## config.mk

```make
export PLATFORM = sky130hd
export DESIGN_NAME = topological_sort_kahn
export DESIGN_NICKNAME = d
export VERILOG_FILES = /design/src/hdl/tks_pkg.sv /design/src/hdl/tks_deg_unit.sv /design/src/hdl/topological_sort_kahn.sv
export SDC_FILE = /design/constraint.sdc
export NUM_CORES = 2
export LEC_CHECK = 0
export BUFFER_PORTS_ARGS = -buffer_cell sky130_fd_sc_hd__buf_2
export CAP_MARGIN = 40
export CORE_MARGIN = 3
export CORE_UTILIZATION = 55
export CTS_BUF_LIST = sky130_fd_sc_hd__clkbuf_4
export CTS_CLUSTER_DIAMETER = 40
export DETAILED_ROUTE_END_ITERATION = 6
export GPL_TIMING_DRIVEN = 0
export PLACE_DENSITY = 0.73
export RECOVER_POWER = 100
export SYNTH_ARGS = -nofsm -noshare
export SYNTH_HDL_FRONTEND = slang
export SYNTH_SLANG_ARGS = --single-unit
```

## constraint.sdc

```tcl
create_clock -name clk_i -period 7.6 [get_ports clk_i]
set_clock_uncertainty 0.05 [all_clocks]
set_input_delay 0.38 -clock clk_i [delete_from_list [all_inputs] [get_ports clk_i]]
set_output_delay 0.38 -clock clk_i [all_outputs]
set_load 0.1 [all_outputs]
```

## src/hdl/tks_pkg.sv

```systemverilog
// Shared types and constants of the topological sorter.
// Used by tks_deg_unit and topological_sort_kahn; no dependencies.
package tks_pkg;

  localparam int NODE_W        = 5;
  localparam int NC_W          = 6;
  localparam int IN_TDATA_W    = 16;
  localparam int OUT_TDATA_W   = 8;
  localparam int DEF_MAX_NODES = 32;
  localparam int DEF_MAX_EDGES = 256;
  localparam logic [NC_W-1:0] NC_RESET = 6'd32;

  typedef enum logic {
    OP_EDGE = 1'b0,
    OP_SORT = 1'b1
  } op_e;

  typedef enum logic [1:0] {
    STATUS_OK      = 2'd0,
    STATUS_CYCLE   = 2'd1,
    STATUS_UNKNOWN = 2'd2
  } status_e;

  typedef struct packed {
    logic clear;
    logic step;
    logic dec;
  } deg_ctl_t;

  typedef struct packed {
    logic reached_zero;
  } deg_sts_t;

endpackage

```

## src/hdl/tks_deg_unit.sv

```systemverilog
// In-degree store with its shared increment/decrement unit and zero flags.
// Depends on tks_pkg.
module tks_deg_unit #(
  parameter int MAX_NODES = tks_pkg::DEF_MAX_NODES,
  parameter int MAX_EDGES = tks_pkg::DEF_MAX_EDGES
) (
  input  logic                     clk_i,
  input  logic                     rst_ni,
  input  tks_pkg::deg_ctl_t        ctl_i,
  input  logic [$clog2(MAX_NODES)-1:0] rd_addr_i,
  input  logic [$clog2(MAX_NODES)-1:0] tgt_i,
  output logic [MAX_NODES-1:0]     zero_o,
  output tks_pkg::deg_sts_t        sts_o
);

  localparam int DW = $clog2(MAX_EDGES + 1);

  logic [DW-1:0]        deg_mem [MAX_NODES];
  logic [DW-1:0]        rd_q;
  logic [DW-1:0]        cur;
  logic [DW-1:0]        sum;
  logic                 apply;
  logic [MAX_NODES-1:0] zero_q;

  // a set zero flag overrides the stored count
  assign cur   = zero_q[tgt_i] ? '0 : rd_q;
  assign apply = ctl_i.step && (!ctl_i.dec || (cur != '0));
  assign sum   = ctl_i.dec ? (cur - DW'(1)) : (cur + DW'(1));

  always_ff @(posedge clk_i) begin
    if (apply) begin
      deg_mem[tgt_i] <= sum;
    end
    rd_q <= deg_mem[rd_addr_i];
  end

  always_ff @(posedge clk_i or negedge rst_ni) begin
    if (!rst_ni) begin
      zero_q <= '1;
    end else if (ctl_i.clear) begin
      zero_q <= '1;
    end else if (apply) begin
      zero_q[tgt_i] <= (sum == '0);
    end
  end

  assign zero_o             = zero_q;
  assign sts_o.reached_zero = apply && ctl_i.dec && (sum == '0);

endmodule

```

## src/hdl/topological_sort_kahn.sv

```systemverilog
// Topological sorter (Kahn), lowest ready index first. Edge load: one edge per cycle.
// Sort run: an index check and an in-degree count over the stored edges, then for each
// placed node a ready scan and a relax pass over the edges, then the order is streamed
// out (or one error result); the single shared degree adder and one edge read a cycle
// bound the run time. Not ready during a run. Reset is asynchronous, active low, clears
// control state; edge and order memories are not cleared.
module topological_sort_kahn #(
  parameter int MAX_NODES = tks_pkg::DEF_MAX_NODES,
  parameter int MAX_EDGES = tks_pkg::DEF_MAX_EDGES
) (
  input  logic                           clk_i,
  input  logic                           rst_ni,
  input  logic                           s_axis_tvalid_i,
  output logic                           s_axis_tready_o,
  input  logic [tks_pkg::IN_TDATA_W-1:0] s_axis_tdata_i,   // [4:0] from_node, [9:5] to_node
  input  logic [0:0]                     s_axis_tuser_i,   // [0] operation
  output logic                           m_axis_tvalid_o,
  input  logic                           m_axis_tready_i,
  output logic [tks_pkg::OUT_TDATA_W-1:0] m_axis_tdata_o,  // [4:0] node_index
  output logic [1:0]                     m_axis_tuser_o,   // [1:0] status
  output logic                           m_axis_tlast_o,
  input  logic                           cfg_valid_i,
  output logic                           cfg_ready_o,
  input  logic [tks_pkg::NC_W-1:0]       cfg_data_i
);

  localparam int NW  = $clog2(MAX_NODES);
  localparam int NW1 = $clog2(MAX_NODES + 1);
  localparam int EAW = $clog2(MAX_EDGES);
  localparam int ETW = $clog2(MAX_EDGES + 1);
  localparam int CW  = 8;
  localparam int NDW = tks_pkg::NODE_W;

  typedef enum logic [8:0] {
    S_IDLE  = 9'b000000001,
    S_CHECK = 9'b000000010,
    S_COUNT = 9'b000000100,
    S_PREP  = 9'b000001000,
    S_PICK  = 9'b000010000,
    S_RELAX = 9'b000100000,
    S_FIN   = 9'b001000000,
    S_OUT   = 9'b010000000,
    S_ERR   = 9'b100000000
  } state_e;

  typedef enum logic [2:0] {
    PH_ADDR = 3'b001,
    PH_DATA = 3'b010,
    PH_DEG  = 3'b100
  } phase_e;

  state_e               state_q, state_d;
  phase_e               ph_q, ph_d;
  logic [tks_pkg::NC_W-1:0] nc_q;
  logic [NW1-1:0]       n_w;
  logic [MAX_NODES-1:0] nmask;
  logic [ETW-1:0]       total_q, total_d;
  logic                 bad_q, bad_d;
  logic                 bad_run_q, bad_run_d;
  logic [EAW-1:0]       e_q, e_d;
  logic [NW-1:0]        p_q, p_d;
  logic [NW-1:0]        pick_q, pick_d;
  logic [NW-1:0]        tgt_q, tgt_d;
  logic [NW1-1:0]       placed_q, placed_d;
  logic [NW-1:0]        k_q, k_d;
  logic [MAX_NODES-1:0] ready_q, ready_d;
  tks_pkg::status_e     err_q, err_d;
  logic                 out_valid_q, out_valid_d;
  logic [NDW-1:0]       out_node_q, out_node_d;
  tks_pkg::status_e     out_status_q, out_status_d;
  logic                 out_last_q, out_last_d;
  logic                 out_load;

  logic [2*NDW-1:0]     edge_mem [MAX_EDGES];
  logic [2*NDW-1:0]     edge_q;
  logic [NW-1:0]        order_mem [MAX_NODES];
  logic [NW-1:0]        ord_q;

  logic [NDW-1:0]       in_from, in_to, edge_from, edge_to;
  tks_pkg::op_e         in_op;
  logic                 accept, edge_we, order_we, edge_last, edge_bad, in_bad, out_free;

  tks_pkg::deg_ctl_t    deg_ctl;
  tks_pkg::deg_sts_t    deg_sts;
  logic [MAX_NODES-1:0] zero_mask;

  assign in_from   = s_axis_tdata_i[NDW-1:0];
  assign in_to     = s_axis_tdata_i[2*NDW-1:NDW];
  assign in_op     = tks_pkg::op_e'(s_axis_tuser_i[0]);
  assign edge_from = edge_q[NDW-1:0];
  assign edge_to   = edge_q[2*NDW-1:NDW];

  assign s_axis_tready_o = (state_q == S_IDLE);
  assign cfg_ready_o     = (state_q == S_IDLE);
  assign accept    = s_axis_tvalid_i && s_axis_tready_o;
  assign edge_we   = accept && (in_op == tks_pkg::OP_EDGE) && (total_q < ETW'(MAX_EDGES));
  assign order_we  = (state_q == S_PICK) && ready_q[p_q];
  assign edge_last = ((ETW'(e_q) + ETW'(1)) == total_q);
  assign edge_bad  = (CW'(edge_from) >= CW'(n_w)) || (CW'(edge_to) >= CW'(n_w));
  assign in_bad    = (CW'(in_from) >= CW'(n_w)) || (CW'(in_to) >= CW'(n_w));
  assign out_free  = !out_valid_q || m_axis_tready_i;

  always_comb begin
    if (nc_q == '0) begin
      n_w = NW1'(1);
    end else if (CW'(nc_q) > CW'(MAX_NODES)) begin
      n_w = NW1'(MAX_NODES);
    end else begin
      n_w = NW1'(nc_q);
    end
    for (int i = 0; i < MAX_NODES; i++) begin
      nmask[i] = (CW'(i) < CW'(n_w));
    end
  end

  assign deg_ctl.clear = accept && (in_op == tks_pkg::OP_SORT);
  assign deg_ctl.step  = (ph_q == PH_DEG) && ((state_q == S_COUNT) || (state_q == S_RELAX));
  assign deg_ctl.dec   = (state_q == S_RELAX);

  tks_deg_unit #(
    .MAX_NODES(MAX_NODES),
    .MAX_EDGES(MAX_EDGES)
  ) u_deg (
    .clk_i    (clk_i),
    .rst_ni   (rst_ni),
    .ctl_i    (deg_ctl),
    .rd_addr_i(NW'(edge_to)),
    .tgt_i    (tgt_q),
    .zero_o   (zero_mask),
    .sts_o    (deg_sts)
  );

  always_ff @(posedge clk_i) begin
    if (edge_we) begin
      edge_mem[total_q[EAW-1:0]] <= {in_to, in_from};
    end
    edge_q <= edge_mem[e_q];
    if (order_we) begin
      order_mem[placed_q[NW-1:0]] <= p_q;
    end
    ord_q <= order_mem[k_q];
  end

  always_comb begin
    state_d      = state_q;
    ph_d         = ph_q;
    total_d      = total_q;
    bad_d        = bad_q;
    bad_run_d    = bad_run_q;
    e_d          = e_q;
    p_d          = p_q;
    pick_d       = pick_q;
    tgt_d        = tgt_q;
    placed_d     = placed_q;
    k_d          = k_q;
    ready_d      = ready_q;
    err_d        = err_q;
    out_load     = 1'b0;
    out_node_d   = out_node_q;
    out_status_d = out_status_q;
    out_last_d   = out_last_q;

    case (state_q)
      S_IDLE: begin
        if (accept) begin
          if (in_op == tks_pkg::OP_EDGE) begin
            if (in_bad) begin
              bad_d = 1'b1;
            end
            if (edge_we) begin
              total_d = total_q + ETW'(1);
            end
          end else begin
            bad_run_d = bad_q;
            e_d       = '0;
            ph_d      = PH_ADDR;
            if (total_q != '0) begin
              state_d = S_CHECK;
            end else if (bad_q) begin
              err_d   = tks_pkg::STATUS_UNKNOWN;
              state_d = S_ERR;
            end else begin
              state_d = S_PREP;
            end
          end
        end
      end
      S_CHECK: begin
        if (ph_q == PH_ADDR) begin
          ph_d = PH_DATA;
        end else begin
          ph_d = PH_ADDR;
          if (edge_last) begin
            e_d = '0;
            if (bad_run_q || edge_bad) begin
              err_d   = tks_pkg::STATUS_UNKNOWN;
              state_d = S_ERR;
            end else begin
              state_d = S_COUNT;
            end
          end else begin
            bad_run_d = bad_run_q || edge_bad;
            e_d       = e_q + EAW'(1);
          end
        end
      end
      S_COUNT: begin
        case (ph_q)
          PH_ADDR: ph_d = PH_DATA;
          PH_DATA: begin
            tgt_d = NW'(edge_to);
            ph_d  = PH_DEG;
          end
          default: begin
            ph_d = PH_ADDR;
            if (edge_last) begin
              state_d = S_PREP;
            end else begin
              e_d = e_q + EAW'(1);
            end
          end
        endcase
      end
      S_PREP: begin
        ready_d  = zero_mask & nmask;
        placed_d = '0;
        p_d      = '0;
        state_d  = S_PICK;
      end
      S_PICK: begin
        if (ready_q[p_q]) begin
          ready_d[p_q] = 1'b0;
          pick_d       = p_q;
          placed_d     = placed_q + NW1'(1);
          e_d          = '0;
          ph_d         = PH_ADDR;
          p_d          = '0;
          if (total_q != '0) begin
            state_d = S_RELAX;
          end
        end else if ((NW1'(p_q) + NW1'(1)) == n_w) begin
          state_d = S_FIN;
        end else begin
          p_d = p_q + NW'(1);
        end
      end
      S_RELAX: begin
        case (ph_q)
          PH_ADDR: ph_d = PH_DATA;
          PH_DATA: begin
            if (CW'(edge_from) == CW'(pick_q)) begin
              tgt_d = NW'(edge_to);
              ph_d  = PH_DEG;
            end else begin
              ph_d = PH_ADDR;
              if (edge_last) begin
                state_d = S_PICK;
              end else begin
                e_d = e_q + EAW'(1);
              end
            end
          end
          default: begin
            if (deg_sts.reached_zero) begin
              ready_d[tgt_q] = 1'b1;
            end
            ph_d = PH_ADDR;
            if (edge_last) begin
              state_d = S_PICK;
            end else begin
              e_d = e_q + EAW'(1);
            end
          end
        endcase
      end
      S_FIN: begin
        if (placed_q == n_w) begin
          k_d     = '0;
          ph_d    = PH_ADDR;
          state_d = S_OUT;
        end else begin
          err_d   = tks_pkg::STATUS_CYCLE;
          state_d = S_ERR;
        end
      end
      S_OUT: begin
        if (ph_q == PH_ADDR) begin
          ph_d = PH_DATA;
        end else if (out_free) begin
          out_load     = 1'b1;
          out_node_d   = NDW'(ord_q);
          out_status_d = tks_pkg::STATUS_OK;
          out_last_d   = ((NW1'(k_q) + NW1'(1)) == n_w);
          ph_d         = PH_ADDR;
          if (out_last_d) begin
            total_d = '0;
            bad_d   = 1'b0;
            state_d = S_IDLE;
          end else begin
            k_d = k_q + NW'(1);
          end
        end
      end
      S_ERR: begin
        if (out_free) begin
          out_load     = 1'b1;
          out_node_d   = '0;
          out_status_d = err_q;
          out_last_d   = 1'b1;
          total_d      = '0;
          bad_d        = 1'b0;
          state_d      = S_IDLE;
        end
      end
      default: state_d = S_IDLE;
    endcase

    out_valid_d = out_load || (out_valid_q && !m_axis_tready_i);
  end

  always_ff @(posedge clk_i or negedge rst_ni) begin
    if (!rst_ni) begin
      state_q     <= S_IDLE;
      ph_q        <= PH_ADDR;
      nc_q        <= tks_pkg::NC_RESET;
      total_q     <= '0;
      bad_q       <= 1'b0;
      bad_run_q   <= 1'b0;
      e_q         <= '0;
      p_q         <= '0;
      placed_q    <= '0;
      k_q         <= '0;
      ready_q     <= '0;
      out_valid_q <= 1'b0;
    end else begin
      state_q     <= state_d;
      ph_q        <= ph_d;
      if (cfg_valid_i && cfg_ready_o) begin
        nc_q <= cfg_data_i;
      end
      total_q     <= total_d;
      bad_q       <= bad_d;
      bad_run_q   <= bad_run_d;
      e_q         <= e_d;
      p_q         <= p_d;
      placed_q    <= placed_d;
      k_q         <= k_d;
      ready_q     <= ready_d;
      out_valid_q <= out_valid_d;
    end
  end

  always_ff @(posedge clk_i) begin
    pick_q       <= pick_d;
    tgt_q        <= tgt_d;
    err_q        <= err_d;
    out_node_q   <= out_node_d;
    out_status_q <= out_status_d;
    out_last_q   <= out_last_d;
  end

  assign m_axis_tvalid_o = out_valid_q;
  assign m_axis_tdata_o  = {{(tks_pkg::OUT_TDATA_W - NDW){1'b0}}, out_node_q};
  assign m_axis_tuser_o  = out_status_q;
  assign m_axis_tlast_o  = out_last_q;

`ifndef SYNTHESIS
  a_err_result_form: assert property (@(posedge clk_i) disable iff (!rst_ni)
    (m_axis_tvalid_o && (m_axis_tuser_o != tks_pkg::STATUS_OK))
      |-> (m_axis_tlast_o && (out_node_q == '0)))
    else $error("error result without last or with nonzero node");

  a_store_cleared: assert property (@(posedge clk_i) disable iff (!rst_ni)
    ((state_q != S_IDLE) && (state_d == S_IDLE)) |=> ((total_q == '0) && !bad_q))
    else $error("edge store not cleared after a run");

  a_zero_only_relax: assert property (@(posedge clk_i) disable iff (!rst_ni)
    deg_sts.reached_zero |-> ((state_q == S_RELAX) && (ph_q == PH_DEG)))
    else $error("degree reached zero outside relax step");

  a_placed_bound: assert property (@(posedge clk_i) disable iff (!rst_ni)
    (state_q == S_PICK) |-> (placed_q <= n_w))
    else $error("more nodes placed than in use");
`endif

endmodule
```

---- After elaboration in Yosys (flattened, before gate mapping) ----
Memory sizes are Yosys's and may differ from the RTL's. A register that Yosys moved wholly into a read port is not among the register bits.
Cells that the tools add are included.
storage, ports and cells
  flip-flop bits (word level) ............. 138
  bits in writable memories ............... 3,008
  output and inout port bits .............. 14
  word-level logic and storage cells ...... 307
  memories kept ........................... 3
operators by class
  add/subtract/negate cells ............... 10
  $lt $le $gt $ge ......................... 42
  equal/unequal tests ..................... 49
  mux-type cells .......................... 126
  bitwise gates (word level) .............. 5
  reductions and logical operators ........ 53
memory list
  name           words  bits a word  rd ports  clocked after Yosys merged registers in  write ports  line                         RTL
  edge_mem       256    10           1         1                                        1            topological_sort_kahn.sv:74  logic [2*NDW-1:0] edge_mem [MAX_EDGES];
  u_deg.deg_mem  32     9            1         1                                        1            tks_deg_unit.sv:18           logic [DW-1:0] deg_mem [MAX_NODES];
  order_mem      32     5            1         1                                        1            topological_sort_kahn.sv:76  logic [NW-1:0] order_mem [MAX_NODES];
operators by type and width
  kind                   count
  $mux W9                28
  $mux W32               5
  $lt A5 B6 Y1 const A   16
  $pmux W32 S3           1
  $pmux W9 S9            1
  $and A32 B32 Y32       2
  $mux W8                8
  $mux W5                12
  $lt A4 B6 Y1 const A   8
  $ne A2 B2 Y1 const B   21
  $pmux W5 S2            4
  $pmux W8 S5            1
  $bwmux W32             1
  $not A32 Y32           1
  $or A32 B32 Y32        1
  $pmux W9 S3            1
  $mux W1                26
  $ge A5 B6 Y1           4
  $lt A3 B6 Y1 const A   4
  $mux W2                12
  $reduce_and A8 Y1      3
  $mux W3                7
  $pmux W3 S7            1
  $add A9 B1 Y9 const B  2
  60 further kinds       115

---- Logic depth before layout (Yosys ltp) ----
  word-level depth ........................ 11
  depth in mapped cells ................... 20

---- Hierarchy ----
From an unflattened synthesis, not the netlist that was laid out.
unflattened totals
  cells, all modules ...................... 6,168
  area, all modules ....................... 125,952.0 µm²
modules (own cells, without submodules)
  module                 times used  cells an instance  area each (µm²)  seq. area each (µm²)
  topological_sort_kahn  1           5,495              112,416.6        84,735.0
  tks_deg_unit           1           673                13,535.5         9,669.3

---- Least setup slack after synthesis ----
No wires, ideal clock.
  kind .................................... reg-to-reg
  from .................................... reg tgt_q[1]
  to ...................................... reg ready_q[0]
  setup time .............................. 125 ps
  arrival time ............................ 5,208 ps
  required time ........................... 7,425 ps
  setup slack ............................. 2,217 ps
  cell stages (with the launch flop) ...... 20
  path buffers ............................ 2
  clock period less this slack ............ 5,383 ps
  cell sequence ........................... edfxtp_1 -> buf_6 -> buf_6 -> mux2i_1 -> o221ai_1 -> o31ai_1 -> o21ai_0 -> nor2_1 -> nand2_1 -> inv_1 -> fa_1 -> a211o_1 -> a21oi_1 -> o21ai_0 -> xnor2_1 -> nor4b_1 -> mux2i_1 -> nor4_4 -> a21oi_2 -> mux2_2
on the way
  elaborated cells between the ends (all ways) .. 23
  those cells by class .................... 2 x add/sub; 2 x order compare; 1 x eq/ne; 9 x mux; 1 x bitwise; 8 x reduce/logical
RTL lines
  item                                                   line                          RTL
  from (decl)                                            topological_sort_kahn.sv:63   logic [NW-1:0] tgt_q, tgt_d;
  from (signal assigned)                                 topological_sort_kahn.sv:355  tgt_q <= tgt_d;
  $bmux W1 S5 (*)                                        tks_deg_unit.sv:26            assign cur = zero_q[tgt_i] ? '0 : rd_q;
  $mux W1 (not written as such) (*)                      tks_deg_unit.sv:26
  $mux W9 (*)                                            tks_deg_unit.sv:26
  $add A9 B1 Y9 / $sub A9 B1 Y9 (equally long branches)  tks_deg_unit.sv:28            assign sum = ctl_i.dec ? (cur - DW'(1)) : (cur + DW'(1));
  $mux W9 (*)                                            tks_deg_unit.sv:28
  via u_deg.sum[0]                                       tks_deg_unit.sv:21            logic [DW-1:0] sum;
  $logic_not A9 Y1 (*)                                   tks_deg_unit.sv:48            assign sts_o.reached_zero = apply && ctl_i.dec && (sum == '0);
  $logic_and A1 B1 Y1 (*)                                tks_deg_unit.sv:48
  $ne A2 B2 Y1 (no source line) (*)                      --
  $reduce_and A4 Y1 (no source line) (*)                 --
  to (signal assigned)                                   topological_sort_kahn.sv:348  ready_q <= ready_d;
  to (decl)                                              topological_sort_kahn.sv:66   logic [MAX_NODES-1:0] ready_q, ready_d;
The timed path passes the listed nets; every way through them passes the cells marked *. The select of a mux whose other input is x is not followed.
A chain may end at the register's enable or synchronous reset.

---- Final worst setup path ----
  from .................................... in s_axis_tdata_i[4] in the netlist's numbering
  to ...................................... mem edge_mem[31][4] in the netlist's numbering (data pin)
RTL lines
  item         line                         RTL
  from (decl)  topological_sort_kahn.sv:15  input logic [tks_pkg::IN_TDATA_W-1:0] s_axis_tdata_i,
  to (decl)    topological_sort_kahn.sv:74
Straight into the memory's write port.

==> results.md <==
* CP endpoint kind: flip-flop
* Reg clk slew, reported paths at about 60 ps
* Outcome: finished with violations
* Net Sw Power at around 11000 uW
* Fin. max-slew vios at roughly 2400
* Number of global-route vias before repair at approximately 69000
* Max Fclk at around 150 MHz
* Yosys warns at 0
* Critical Path AT at ~7500 ps
* Crit path max fanout at about 130
* Post-synth top area cell: edfxtp_1
* Routed wire length per instance at 30.2 um
* Post-route insts no fill at 10748
* Final Cycle Share at 0.887
* Hold Crit Class: input pin to flip-flop
* Die width at ~480 um
* Max incr delay on CP at ~3300 ps
* Core area at approximately 230000 um^2
* Inserted Clock Buffers at 778
* Drt first pass iters at 7
* Post-Synthesis Cell Area at 126000 um^2
* Final WL at between 300 and 400 mm
* Initial antenna violation count at 14
* PortBufs at 32
* Synth Register Bits at roughly 3200
* Switching share of power at 0.271
* Min cycle time layout at about 6700 ps
* Antenna-violating nets left at 0
* Crit path max-delay cell type: clkbuf_1
* Layout cells sized above 1 at 0.309
* Layout Utilization at 0.630
* Top post-synthesis cells by count: edfxtp_1 (3028), mux4_2 (960), nor2_1 (372), clkbuf_1 (215), nand2_1 (190)
* Yosys top cell area share at 0.723
* Combinational Power Share at 0.170
* IO Pins at between 40 and 50
* Violated checks: design-rule violations, max-capacitance violations, max-slew violations
* Max Cap Viol at 28
* Fraction of registers with async set/reset at 0.0372
* Die area at ~230000 um^2
* Area growth, synth to finish at 13.2%
* Predominant post-synthesis flop cell: edfxtp_1
* Final global-route overflow total at 0
* DR vias at 67747
* Clock power frac at 0.342
* Largest net degree at the start of global routing at 149
* RSZ-0062 raised after global routing: false
* DP HPWL at ~220 mm
* Root Buffer Master: clkbuf_4
* Cells after DPL at roughly 9300
* Chip height at about 480 um
* Site row count at 174
* # clock sinks at 3170
* WP buf/inv at 4
* CTS tree: yes
* Nets at around 7200
* Crit path top cell by count: dlygate4sd3_1
* Post-synthesis sequential area ratio at 0.751
* Critical Path Start Type: input pin
* Crit Path Class: input pin to flip-flop
* Placement Cell Area at around 130000 um^2
* Largest delay share family, worst path: buffers and inverters
* First-pass GRT wire length at about 470 mm
* VDD IR max at about 180 uV
* Post-synth EDFFs at approximately 3000
* H-Tree Depth at 6
* Clock Latency Late Sink at roughly 1500 ps
* Pwr dens at approximately 280 nW/um^2
* Most common cell in the synthesized netlist: edfxtp_1
* Via density at 6.30
* Static leakage at ~0.045 uW
* Crit path required time at 8320 ps
* Max Buffers Root-to-Sink at 4
* DR DRC count at 5
* Internal Power at 29200 uW
* Initial DRC Count at about 9100
* Register share of total power at 0.488
* Gpl congestion at a little over 0.9
* Total GRT Usage at 0.279
* Slew @ Worst Pin at 5430 ps
* Final setup violation count at 0
* Cell Chain, Critical Path: dlygate4sd3_1 -> dlygate4sd3_1 -> clkbuf_1 -> clkbuf_2
* Initial core utilization at 0.556
* Design area at 142000 um^2
* Fin Hold WS at between 200 and 250 ps
* Final hold vios at 0
* Syn avg cell area at between 20 and 25 um^2
* Top cells by area, synth: edfxtp_1 (72%), mux4_2 (17%), dfrtp_1 (1.7%), nor2_1 (1.1%), mux2i_1 (0.88%)
* Distinct cells, synth at between 80 and 90
* Post_cts resized at 0
* Worst slew margin at -2.62
* Cells after synthesis at between 5000 and 6000
## worst register-to-register path, stage by stage (launching register included)
cell	delay (ps)
edfxtp_1	490
buf_6	210
buf_6	160
mux2i_1	140
o221ai_1	260
o31ai_1	140
o21ai_0	520
nor2_1	140
nand2_1	420
buf_16	230
inv_1	80
fa_1	440
a211o_1	350
a21oi_1	140
o21ai_0	170
nand2_1	120
o2bb2ai_1	140
xnor3_1	660
nor4_4	660
a21oi_1	330
buf_4	300
a211oi_1	270
## what timing repair did
item | 4_1_cts | 5_1_grt
setup buffers | 0 | 0
endpoints found under the hold margin | 2814 | 0
hold buffers | 60 | 0
## flip-flops by register name, summed over array words and instances (netlist names), 2 cells and up
signal and flops:
placed_q 6, m_axis_tuser_o 2, e_q 8, pick_q 5
total_q 9, order_mem 160, u_deg.zero_o 32, edge_q 10
ord_q 5, state_q 9, k_q 5, u_deg.deg_mem 288
ph_q 3, nc_q 6, err_q 2, u_deg.rd_q 9
edge_mem 2560, out_node_q 5, p_q 5, ready_q 32
tgt_q 5
## routing by layer
metal,wire length (um),part of all wire,vias to the layer above,GRT usage
met2,155000,0.48,4429,0.430
met5,34,0.00010,-,0
met3,37100,0.11,695,0.0700
li1,-,-,27637,-
met4,13500,0.042,4,0.118
met1,119000,0.37,34982,0.384
## cell families (layout without fill, tap and decap cells)
logic type,count (synthesis),after routing,synth area share
fa+ha+maj,43,43,0.00434
compound gates,310,310,0.0166
xor+xnor,43,43,0.00321
buf+inv,424,2261,0.0134
mux,1090,1090,0.183
flops,3170,3170,0.751
simple gates,809,809,0.0291
other cells,1,30,0.0000298
## power groups by stage
stage / combinational [uW] / sequential (uW) / clock [uW]
2_1_floorplan: 3910 / 19900 / 0
3_5_place_dp: 6740 / 19900 / 0
5_1_grt: 7070 / 19500 / 14900
3_3_place_gp: 6320 / 19900 / 0
4_1_cts: 6850 / 19500 / 13900
6_report: 6810 / 19500 / 13700
## area by class of cell
class,count,area (um^2)
sequential,3170,94400
fill,15528,83700
multi-input combinational,2298,29600
clock buffer,1115,8370
tap,2992,3740
timing repair buffer,495,3300
buffer,337,1370
clock inverter,227,1160
inverter,87,327
antenna,27,67.6
## placed cells by master, fill, tap and decap left out, types with 62 or more instances in the layout
| cell | instances |
|---|---|
| inv_1 | 87 |
| mux2i_1 | 110 |
| o21ai_0 | 74 |
| nand2_1 | 190 |
| nor2_1 | 373 |
| mux4_2 | 960 |
| clkbuf_1 | 530 |
| edfxtp_1 | 3028 |
| clkinv_1 | 175 |
| a21oi_1 | 75 |
| clkbuf_4 | 1115 |
| buf_1 | 62 |
| dfrtp_1 | 83 |
## path summary, 6_finish.rpt
| check | startpoint | to | slack [ps] | cells past startpoint |
|---|---|---|---|---|
| min | s_axis_tvalid_i | bad_q | 240 | 6 |
| max reg2reg | tgt_q[1] | ready_q[10] | 1010 | 21 |
| max | s_axis_tdata_i[4] | edge_mem[31][4] | 860 | 4 |
| min reg2reg | edge_q[5] | tgt_q[0] | 340 | 0 |
| min in group asynchronous | rst_ni | ready_q[2] | 1890 | 5 |
| max in group asynchronous | rst_ni | ph_q[1] | 3660 | 5 |
## stage by stage
step | worst slack [ps] | setup TNS (ps) | total power (uW)
2_1_floorplan | 2220 | 0 | 23800
3_3_place_gp | -934 | -50660 | 26200
3_5_place_dp | 1260 | 0 | 26600
4_1_cts | 1120 | 0 | 40200
5_1_grt | 420 | 0 | 41500
6_report | 860 | 0 | 40000
Power figures use the tool's default switching activity.
